### config.mk
export PLATFORM = sky130hd
export DESIGN_NAME = bitmap_best_fit_allocator
export DESIGN_NICKNAME = d
export VERILOG_FILES = /design/src/bbfa_pkg.sv /design/src/bbfa_dp.sv /design/src/bbfa_ctrl.sv /design/src/bitmap_best_fit_allocator.sv
export SDC_FILE = /design/constraint.sdc
export NUM_CORES = 1
export LEC_CHECK = 0
export ABC_AREA = 1
export ABC_CLOCK_PERIOD_IN_PS = 32600
export BUFFER_PORTS_ARGS = -buffer_cell sky130_fd_sc_hd__buf_4
export CAP_MARGIN = 30
export CORE_ASPECT_RATIO = 0.7
export CORE_MARGIN = 8
export CORE_UTILIZATION = 65
export DETAILED_ROUTE_END_ITERATION = 10
export HOLD_SLACK_MARGIN = 0.03
export PLACE_DENSITY_LB_ADDON = 0.08
export REMOVE_ABC_BUFFERS = 1
export SKIP_CTS_REPAIR_TIMING = 1
export SYNTH_ARGS = -nofsm -noshare
export SYNTH_HDL_FRONTEND = slang
export SYNTH_SLANG_ARGS = --single-unit
### constraint.sdc
create_clock -name clk_i -period 32.6 [get_ports clk_i]
set_input_delay 1.63 -clock clk_i [delete_from_list [all_inputs] [get_ports clk_i]]
set_output_delay 1.63 -clock clk_i [all_outputs]
set_load 0.01 [all_outputs]
### src/bbfa_pkg.sv
// ---------------------------------------------------------------------------
// bbfa_pkg
// Shared types and constants of the bitmap best-fit allocator.
// ---------------------------------------------------------------------------
package bbfa_pkg;

  localparam int unsigned ADDR_W     = 32;
  localparam int unsigned LEN_W      = 16;
  localparam int unsigned MAX_LENGTH = 32768;

  // operation codes on func_i
  localparam logic FUNC_ALLOC = 1'b0;
  localparam logic FUNC_FREE  = 1'b1;

  typedef enum logic [1:0] {
    ST_OK       = 2'd0,
    ST_NO_SPACE = 2'd1,
    ST_BAD      = 2'd2
  } status_e;

  // controller -> datapath
  typedef struct packed {
    logic    load;         // capture input word
    logic    calc;         // block count, offset, scan init
    logic    scan_rd;      // read map byte at scan pointer
    logic    scan_proc;    // fold registered map byte into run search
    logic    scan_final;   // closing pass: map end counts as used
    logic    alloc_setup;  // range := best run head, result address
    logic    free_setup;   // range := blocks covered by free
    logic    rmw_rd;       // read map byte at range pointer
    logic    rmw_wr;       // write masked byte, advance pointer
    logic    clr_wr;       // write zero byte, advance pointer
    logic    out_load;     // load output register
    status_e out_code;
  } dp_cmd_t;

  // datapath -> controller
  typedef struct packed {
    logic is_free;
    logic len_bad;
    logic free_bad;
    logic found;
    logic rd_last;
    logic ptr_end;
    logic ptr_at_last;
    logic out_busy;
  } dp_sts_t;

endpackage

### src/bbfa_dp.sv
// ---------------------------------------------------------------------------
// bbfa_dp
// Datapath: bitmap memory, run search, range update, output register.
// ---------------------------------------------------------------------------
module bbfa_dp #(
  parameter int unsigned BLOCK_SIZE = 128,
  parameter int unsigned MAP_BYTES  = 32
) (
  input  logic                          clk_i,
  input  logic                          rst_ni,
  input  bbfa_pkg::dp_cmd_t             cmd_i,
  output bbfa_pkg::dp_sts_t             sts_o,
  input  logic                          cfg_valid_i,
  input  logic [bbfa_pkg::ADDR_W-1:0]   cfg_data_i,
  input  logic                          func_i,
  input  logic [bbfa_pkg::LEN_W-1:0]    length_bytes_i,
  input  logic [bbfa_pkg::ADDR_W-1:0]   free_address_i,
  input  logic                          out_stall_i,
  output logic                          out_valid_o,
  output bbfa_pkg::status_e             status_o,
  output logic [bbfa_pkg::ADDR_W-1:0]   alloc_address_o
);
  import bbfa_pkg::*;

  localparam int unsigned SH         = $clog2(BLOCK_SIZE);
  localparam int unsigned MAP_BLOCKS = MAP_BYTES * 8;
  localparam int unsigned AW         = (MAP_BYTES > 1) ? $clog2(MAP_BYTES) : 1;
  localparam int unsigned IDX_W      = AW + 3;
  localparam int unsigned BLK_W      = $clog2(MAP_BLOCKS + 1);
  localparam int unsigned NEED_W     = LEN_W + 1 - SH;
  localparam int unsigned CNT_W      = (BLK_W > NEED_W) ? BLK_W : NEED_W;

  // item
  logic                func_q;
  logic [LEN_W-1:0]    len_q;
  logic [ADDR_W-1:0]   addr_q;
  logic [ADDR_W-1:0]   base_q;
  logic [NEED_W-1:0]   need_q;
  logic [ADDR_W-1:0]   offset_q;

  // run search
  logic [AW-1:0]       rd_ptr_q;
  logic [AW-1:0]       rd_idx_q;
  logic [7:0]          rdata_q;
  logic [CNT_W-1:0]    run_len_q, run_len_d;
  logic [IDX_W-1:0]    run_st_q, run_st_d;
  logic [CNT_W-1:0]    best_len_q, best_len_d;
  logic [IDX_W-1:0]    best_st_q, best_st_d;
  logic                found_q, found_d;

  // range update
  logic [IDX_W-1:0]    rf_q, rl_q;
  logic [AW-1:0]       ptr_q;
  logic [7:0]          mask;
  logic [ADDR_W-1:0]   res_addr_q;

  // output register
  logic                out_valid_q;
  status_e             status_q;
  logic [ADDR_W-1:0]   out_addr_q;

  logic [7:0]          mem_q [MAP_BYTES];
  logic                mem_we;
  logic [AW-1:0]       mem_raddr;
  logic [7:0]          mem_wdata;

  logic [ADDR_W:0]     last_byte;
  logic [ADDR_W:0]     need_sum;

  always_ff @(posedge clk_i or negedge rst_ni) begin
    if (!rst_ni) begin
      base_q <= '0;
    end else if (cfg_valid_i) begin
      base_q <= cfg_data_i;
    end
  end

  always_ff @(posedge clk_i) begin
    if (cmd_i.load) begin
      func_q <= func_i;
      len_q  <= length_bytes_i;
      addr_q <= free_address_i;
    end
  end

  assign need_sum = {{(ADDR_W-LEN_W){1'b0}}, 1'b0, len_q} + (ADDR_W+1)'(BLOCK_SIZE - 1);
  assign last_byte = {1'b0, offset_q} + {{(ADDR_W-LEN_W+1){1'b0}}, len_q}
                   - (ADDR_W+1)'(1);

  always_ff @(posedge clk_i) begin
    if (cmd_i.calc) begin
      need_q   <= need_sum[LEN_W:SH];
      offset_q <= addr_q - base_q;
    end
  end

  // eight bits per cycle through the run tracker
  always_comb begin
    logic [7:0] bits;
    run_len_d  = run_len_q;
    run_st_d   = run_st_q;
    best_len_d = best_len_q;
    best_st_d  = best_st_q;
    found_d    = found_q;
    bits       = cmd_i.scan_final ? 8'hFF : rdata_q;
    for (int i = 0; i < 8; i++) begin
      if (!bits[i]) begin
        if (run_len_d == '0) begin
          run_st_d = {rd_idx_q, 3'(i)};
        end
        run_len_d = run_len_d + CNT_W'(1);
      end else begin
        if (run_len_d >= CNT_W'(need_q) && (!found_d || run_len_d < best_len_d)) begin
          found_d    = 1'b1;
          best_st_d  = run_st_d;
          best_len_d = run_len_d;
        end
        run_len_d = '0;
      end
    end
  end

  always_ff @(posedge clk_i or negedge rst_ni) begin
    if (!rst_ni) begin
      found_q   <= 1'b0;
      run_len_q <= '0;
      rd_ptr_q  <= '0;
      ptr_q     <= '0;
    end else begin
      if (cmd_i.calc) begin
        found_q   <= 1'b0;
        run_len_q <= '0;
        rd_ptr_q  <= '0;
      end else begin
        if (cmd_i.scan_proc) begin
          found_q   <= found_d;
          run_len_q <= run_len_d;
        end
        if (cmd_i.scan_rd) begin
          rd_ptr_q <= rd_ptr_q + AW'(1);
        end
      end
      if (cmd_i.alloc_setup) begin
        ptr_q <= best_st_q[IDX_W-1:3];
      end else if (cmd_i.free_setup) begin
        ptr_q <= offset_q[SH+IDX_W-1:SH+3];
      end else if (cmd_i.rmw_wr || cmd_i.clr_wr) begin
        ptr_q <= ptr_q + AW'(1);
      end
    end
  end

  always_ff @(posedge clk_i) begin
    if (cmd_i.scan_proc) begin
      run_st_q   <= run_st_d;
      best_len_q <= best_len_d;
      best_st_q  <= best_st_d;
    end
    if (cmd_i.calc) begin
      res_addr_q <= '0;
    end else if (cmd_i.alloc_setup) begin
      rf_q       <= best_st_q;
      rl_q       <= best_st_q + IDX_W'(need_q) - IDX_W'(1);
      res_addr_q <= base_q + {{(ADDR_W-IDX_W-SH){1'b0}}, best_st_q, {SH{1'b0}}};
    end else if (cmd_i.free_setup) begin
      rf_q <= offset_q[SH+IDX_W-1:SH];
      rl_q <= last_byte[SH+IDX_W-1:SH];
    end
  end

  always_comb begin
    for (int i = 0; i < 8; i++) begin
      mask[i] = ({ptr_q, 3'(i)} >= rf_q) && ({ptr_q, 3'(i)} <= rl_q);
    end
  end

  // single-port bitmap memory
  assign mem_we    = cmd_i.rmw_wr || cmd_i.clr_wr;
  assign mem_raddr = cmd_i.scan_rd ? rd_ptr_q : ptr_q;
  assign mem_wdata = cmd_i.clr_wr ? 8'h00 :
                     (func_q == FUNC_FREE) ? (rdata_q & ~mask) : (rdata_q | mask);

  always_ff @(posedge clk_i) begin
    if (mem_we) begin
      mem_q[ptr_q] <= mem_wdata;
    end
  end

  always_ff @(posedge clk_i) begin
    if (cmd_i.scan_rd || cmd_i.rmw_rd) begin
      rdata_q  <= mem_q[mem_raddr];
      rd_idx_q <= mem_raddr;
    end
  end

  // output register
  always_ff @(posedge clk_i or negedge rst_ni) begin
    if (!rst_ni) begin
      out_valid_q <= 1'b0;
    end else if (cmd_i.out_load) begin
      out_valid_q <= 1'b1;
    end else if (!out_stall_i) begin
      out_valid_q <= 1'b0;
    end
  end

  always_ff @(posedge clk_i) begin
    if (cmd_i.out_load) begin
      status_q   <= cmd_i.out_code;
      out_addr_q <= (cmd_i.out_code == ST_OK) ? res_addr_q : '0;
    end
  end

  assign out_valid_o     = out_valid_q;
  assign status_o        = status_q;
  assign alloc_address_o = out_addr_q;

  assign sts_o.is_free     = (func_q == FUNC_FREE);
  assign sts_o.len_bad     = (len_q == '0) || (len_q > LEN_W'(MAX_LENGTH));
  assign sts_o.free_bad    = (last_byte >> SH) >= (ADDR_W+1)'(MAP_BLOCKS);
  assign sts_o.found       = found_q;
  assign sts_o.rd_last     = (rd_ptr_q == AW'(MAP_BYTES - 1));
  assign sts_o.ptr_end     = (ptr_q == AW'(MAP_BYTES - 1));
  assign sts_o.ptr_at_last = (ptr_q == rl_q[IDX_W-1:3]);
  assign sts_o.out_busy    = out_valid_q && out_stall_i;

endmodule

### src/bbfa_ctrl.sv
// ---------------------------------------------------------------------------
// bbfa_ctrl
// Sequencer: clear pass, map scan, read-modify-write of a block range.
// ---------------------------------------------------------------------------
module bbfa_ctrl (
  input  logic              clk_i,
  input  logic              rst_ni,
  input  logic              in_valid_i,
  output logic              in_stall_o,
  input  bbfa_pkg::dp_sts_t sts_i,
  output bbfa_pkg::dp_cmd_t cmd_o
);
  import bbfa_pkg::*;

  localparam logic [3:0] S_CLEAR      = 4'd0;
  localparam logic [3:0] S_IDLE       = 4'd1;
  localparam logic [3:0] S_CALC       = 4'd2;
  localparam logic [3:0] S_SCAN_FIRST = 4'd3;
  localparam logic [3:0] S_SCAN       = 4'd4;
  localparam logic [3:0] S_SCAN_TAIL  = 4'd5;
  localparam logic [3:0] S_SCAN_FIN   = 4'd6;
  localparam logic [3:0] S_ALLOC_CHK  = 4'd7;
  localparam logic [3:0] S_FREE_CHK   = 4'd8;
  localparam logic [3:0] S_RMW_RD     = 4'd9;
  localparam logic [3:0] S_RMW_WR     = 4'd10;
  localparam logic [3:0] S_RESULT     = 4'd11;

  logic [3:0] state_q, state_d;
  status_e    code_q, code_d;

  always_ff @(posedge clk_i or negedge rst_ni) begin
    if (!rst_ni) begin
      state_q <= S_CLEAR;
      code_q  <= ST_OK;
    end else begin
      state_q <= state_d;
      code_q  <= code_d;
    end
  end

  always_comb begin
    state_d        = state_q;
    code_d         = code_q;
    cmd_o          = '0;
    cmd_o.out_code = code_q;
    case (state_q)
      S_CLEAR: begin
        cmd_o.clr_wr = 1'b1;
        if (sts_i.ptr_end) begin
          state_d = S_IDLE;
        end
      end
      S_IDLE: begin
        if (in_valid_i) begin
          cmd_o.load = 1'b1;
          state_d    = S_CALC;
        end
      end
      S_CALC: begin
        cmd_o.calc = 1'b1;
        if (sts_i.len_bad) begin
          code_d  = ST_BAD;
          state_d = S_RESULT;
        end else if (sts_i.is_free) begin
          state_d = S_FREE_CHK;
        end else begin
          state_d = S_SCAN_FIRST;
        end
      end
      S_SCAN_FIRST: begin
        cmd_o.scan_rd = 1'b1;
        state_d       = sts_i.rd_last ? S_SCAN_TAIL : S_SCAN;
      end
      S_SCAN: begin
        cmd_o.scan_rd   = 1'b1;
        cmd_o.scan_proc = 1'b1;
        if (sts_i.rd_last) begin
          state_d = S_SCAN_TAIL;
        end
      end
      S_SCAN_TAIL: begin
        cmd_o.scan_proc = 1'b1;
        state_d         = S_SCAN_FIN;
      end
      S_SCAN_FIN: begin
        cmd_o.scan_proc  = 1'b1;
        cmd_o.scan_final = 1'b1;
        state_d          = S_ALLOC_CHK;
      end
      S_ALLOC_CHK: begin
        if (sts_i.found) begin
          cmd_o.alloc_setup = 1'b1;
          code_d            = ST_OK;
          state_d           = S_RMW_RD;
        end else begin
          code_d  = ST_NO_SPACE;
          state_d = S_RESULT;
        end
      end
      S_FREE_CHK: begin
        if (sts_i.free_bad) begin
          code_d  = ST_BAD;
          state_d = S_RESULT;
        end else begin
          cmd_o.free_setup = 1'b1;
          code_d           = ST_OK;
          state_d          = S_RMW_RD;
        end
      end
      S_RMW_RD: begin
        cmd_o.rmw_rd = 1'b1;
        state_d      = S_RMW_WR;
      end
      S_RMW_WR: begin
        cmd_o.rmw_wr = 1'b1;
        if (sts_i.ptr_at_last) begin
          state_d = S_RESULT;
        end else begin
          state_d = S_RMW_RD;
        end
      end
      S_RESULT: begin
        if (!sts_i.out_busy) begin
          cmd_o.out_load = 1'b1;
          state_d        = S_IDLE;
        end
      end
      default: begin
        state_d = S_IDLE;
      end
    endcase
  end

  assign in_stall_o = (state_q != S_IDLE);

endmodule

### src/bitmap_best_fit_allocator.sv
// ---------------------------------------------------------------------------
// bitmap_best_fit_allocator
// Best-fit block allocator over a one-bit-per-block map, top level.
// ---------------------------------------------------------------------------
// One input word is an allocate or a free; each yields exactly one result
// word (status, address). After reset the map memory is cleared one byte per
// cycle, so in_stall_o stays high until the whole map is cleared, before the
// first word is taken. The block works on one word at a time. An allocate
// scans the whole map for the best-fitting run, since the single map memory
// port reads one byte per cycle for the best-fit scan; then each map byte the
// granted run touches costs a read and a write. An allocate with no fitting
// run ends after the scan. A free costs a read and a write for each map byte
// it touches. The defaults are 32 map bytes and 128-byte blocks. A zero or
// oversized length is rejected, as is a free that runs past the map.
// A finished result waits in the output register while the next word is
// accepted; the block only holds a new result back while the output is
// stalled. data_base is taken through the configuration channel, which is
// always ready and must only be written while the block is idle.
// BLOCK_SIZE must be a power of two.
module bitmap_best_fit_allocator #(
  parameter int unsigned BLOCK_SIZE = 128,
  parameter int unsigned MAP_BYTES  = 32
) (
  input  logic                        clk_i,
  input  logic                        rst_ni,
  // configuration
  input  logic                        cfg_valid_i,
  output logic                        cfg_ready_o,
  input  logic [bbfa_pkg::ADDR_W-1:0] cfg_data_i,
  // request channel
  input  logic                        in_valid_i,
  output logic                        in_stall_o,
  input  logic                        func_i,
  input  logic [bbfa_pkg::LEN_W-1:0]  length_bytes_i,
  input  logic [bbfa_pkg::ADDR_W-1:0] free_address_i,
  // result channel
  output logic                        out_valid_o,
  input  logic                        out_stall_i,
  output logic [1:0]                  status_o,
  output logic [bbfa_pkg::ADDR_W-1:0] alloc_address_o
);
  import bbfa_pkg::*;

  dp_cmd_t cmd;
  dp_sts_t sts;
  status_e status;

  // register write needs no back-pressure
  assign cfg_ready_o = 1'b1;

  bbfa_ctrl u_ctrl (
    .clk_i      (clk_i),
    .rst_ni     (rst_ni),
    .in_valid_i (in_valid_i),
    .in_stall_o (in_stall_o),
    .sts_i      (sts),
    .cmd_o      (cmd)
  );

  bbfa_dp #(
    .BLOCK_SIZE (BLOCK_SIZE),
    .MAP_BYTES  (MAP_BYTES)
  ) u_dp (
    .clk_i           (clk_i),
    .rst_ni          (rst_ni),
    .cmd_i           (cmd),
    .sts_o           (sts),
    .cfg_valid_i     (cfg_valid_i),
    .cfg_data_i      (cfg_data_i),
    .func_i          (func_i),
    .length_bytes_i  (length_bytes_i),
    .free_address_i  (free_address_i),
    .out_stall_i     (out_stall_i),
    .out_valid_o     (out_valid_o),
    .status_o        (status),
    .alloc_address_o (alloc_address_o)
  );

  assign status_o = status;

endmodule

==> results.toml <==
[synth]
synth_most_common_cell = "inv_1"
ys_seq_area_frac = 0.4758
synth_top_area_cell = "edfxtp_1"
synth_top_cell_area_share = 0.4089
postSynthCellCount = 3575
synth_area_per_cell_um2 = 8.956
ys_async_sr_fraction = 0.1136
synth_area_um2 = 32020
synthTopCellsByCount = "inv_1 (522), nand2_1 (485), edfxtp_1 (436)"
synthTopCellsByArea = "edfxtp_1 (41%), ha_1 (11%), inv_1 (6.1%), o21ai_0 (6.0%), nand2_1 (5.7%)"
synth_edf_count = 436
yosys_warnings = 0
synth_seq_cells = 528
synth_cell_types = 58
synth_ff_type = "edfxtp_1"

[power]
p_per_area_nw_per_um2 = 93.18
p_leak_nw = 15.39
peakVddDrop_v = 0.00006832
power.total_mw = 3.297

[setup_path]
path_class = "reg -> reg"
cpPeakStageDelay_ns = 0.81
slowest_stage = "o21ai_0"
regToRegSetupSlack_ns = 16.98
worst_ep_required_time_ns = 32.96
crit_path_start_kind = "register"
rr_worst_depth = 73
crit_path_end_kind = "register"
arrival_ns = 15.99
worstReg2RegStart = "u_dp.need_q[6]"
reg2reg_to = "u_dp.best_len_q[1]"
cp_max_fo = 35

[finish]
final.fill_count = 3502
nets = 4037
syn_to_final_growth_pct = 10.51
layout-drive-gt1-share = 0.09339

[cts]
clk_latency_ns = 0.62
cts.htree.levels = 2
clock_tree.root_cell = "clkbuf_16"
numCtsBuffers = 50
cts_buffer_depth = 3
cts_tree = "yes"
clock_sink_count = 528
clkSlewWorstSetupHoldPaths_ns = 0.07

[sta]
final_max_slew_viol_count = 0
fin_crit_ns = 15.62
setup-violations-final = 0
rsz0062_at_grt = "false"
fin_crit_sh = 0.4793
hold_ws_ns = 0.4705
maxSlewHeadroom = 0.2779
worstMarginPinSlew_ns = 1.075
final.setup.tns_ns = 0
skew_ns = 0.01850
fmax_ghz = 0.06400
hold_viol = 0

[route]
drt_iter0_drc = 3681
vias = 27150
ant_nets = 0
wl_per_cell_um = 21.95
route.detailed.drc = 0
avgViaCountPerCell = 6.209
dr.pass1.iters = 6
wirelength_um = 95980

[run]
cap_violations = 0

[run_status]
status = "finished, final reports clean"

[floorplanning]
die-area_um2 = 56730
initial_core_util = 0.6533
fp.dieH_um = 201.7
die-width_um = 281.3
ioPinCount = 123
core_area_um2 = 49010
rows = 68

[global_route]
grt_max_degree = 72
antenna_found_initial = 0
grt-ovfl-total = 0
grtUsageTotal = 0.3304
grt_pass1_wl_um = 147300
grt_pass1_vias = 26160

[min_path]
hold_path_class = "reg -> reg"
holdPathStages = 2
holdPathEnd = "u_dp.res_addr_q[7]"
hp-start = "u_dp.res_addr_q[7]"

[placement]
portBuffers = 121
dp_hpwl_um = 69030
routabilityCongestion = 1.009
## sequential cells by signal, indices dropped and copies added, names as in the netlist, 8 cells and up
register	flops
u_dp.res_addr_q	32
u_dp.run_len_q	10
u_dp.base_q	32
u_dp.offset_q	32
u_dp.rl_q	8
u_dp.alloc_address_o	32
u_dp.best_len_q	10
u_dp.addr_q	32
u_dp.need_q	10
u_dp.rdata_q	8
u_dp.best_st_q	8
u_dp.len_q	16
u_dp.mem_q	256
u_dp.run_st_q	8
u_dp.rf_q	8
## per-stage QoR
step	std cells	instance area, µm²	utilization	worst slack [ns]
final	4372	35380	0.7220	16.98
after global placement	4274	33620	0.6861	17.83
after global routing	4370	35380	0.7219	15.76
after CTS	4369	35360	0.7215	17.48
after detailed placement	4276	33660	0.6869	17.54
after floorplan	3460	31560	-	20.95
## cell type report
class                      count  area [µm²]  share of cell area
tap                          665       832.0             0.02351
sequential                   528       15230              0.4306
clock buffer                  65        1416             0.04003
timing repair buffer         152        1179             0.03331
clock inverter                28       277.8            0.007850
inverter                     546        2051             0.05796
multi-input combinational   2386       14390              0.4066
antenna                        2       5.005           0.0001414
## critical path, delay by kind of cell, from the launching register on
| kind | cells | cell delay, ns |
|---|---|---|
| buffers and inverters | 3 | 0.99 |
| adders and majority gates | 8 | 2.54 |
| AOI/OAI and AO/OA | 25 | 6.67 |
| and+or+nand+nor | 37 | 4.77 |
| DFF | 1 | 0.37 |
## worst max-delay path by stage
stage,cells after the start,end,slack [ns],startpoint
3_5_place_dp,74,u_dp.best_st_q[2],17.54,u_dp.need_q[6]
6_report,73,u_dp.best_len_q[1],16.98,u_dp.need_q[6]
3_3_place_gp,76,u_dp.best_len_q[9],17.83,u_dp.need_q[7]
5_1_grt,75,u_dp.best_st_q[4],15.76,u_dp.need_q[6]
2_1_floorplan,77,u_dp.best_len_q[0],20.95,u_dp.need_q[5]
4_1_cts,74,u_dp.best_st_q[2],17.48,u_dp.need_q[6]
## layer usage
layer / routed length (µm) / vias up / GRT usage
li1: - / 12430 / -
met1: 40900 / 12770 / 0.4890
met2: 40840 / 1746 / 0.4807
met3: 12040 / 196 / 0.08310
met4: 2201 / 0 / 0.08786
met5: 0 / - / 0
## where the power goes
| part | switching, mW | internal (mW) | total [mW] |
|---|---|---|---|
| Clock | 0.266 | 0.336 | 0.602 |
| Combinational | 1.20 | 0.479 | 1.68 |
| Sequential | 0.0710 | 0.949 | 1.02 |
## kinds of logic (layout without fill, tap and decap cells)
| group | count (synthesis) | in the layout | share of synthesized area |
|---|---|---|---|
| compound gates | 815 | 815 | 0.1475 |
| buf+inv | 661 | 791 | 0.07827 |
| simple gates | 1192 | 1192 | 0.1605 |
| fa+ha+maj | 287 | 287 | 0.1129 |
| xor+xnor | 91 | 91 | 0.02489 |
| other cells | 1 | 3 | 0.0001171 |
| flops | 528 | 528 | 0.4758 |
## cell usage in the layout (no fill, tap or decap), types with 17 or more instances in the layout
master,n
o21a_1,36
ha_1,284
dfxtp_1,32
o221ai_1,43
o21ai_1,22
nand2_1,484
nand2_2,19
nor3_2,17
inv_1,519
dfrtp_1,60
buf_4,149
xnor2_1,23
nor2_1,402
o21ai_0,380
clkbuf_16,54
nor3_1,57
nand4_1,19
inv_2,23
o22ai_1,29
xor2_1,68
a21oi_1,170
edfxtp_1,436
o211ai_1,51
nand3_1,142
No activity file was read; power rests on OpenSTA's default activity.
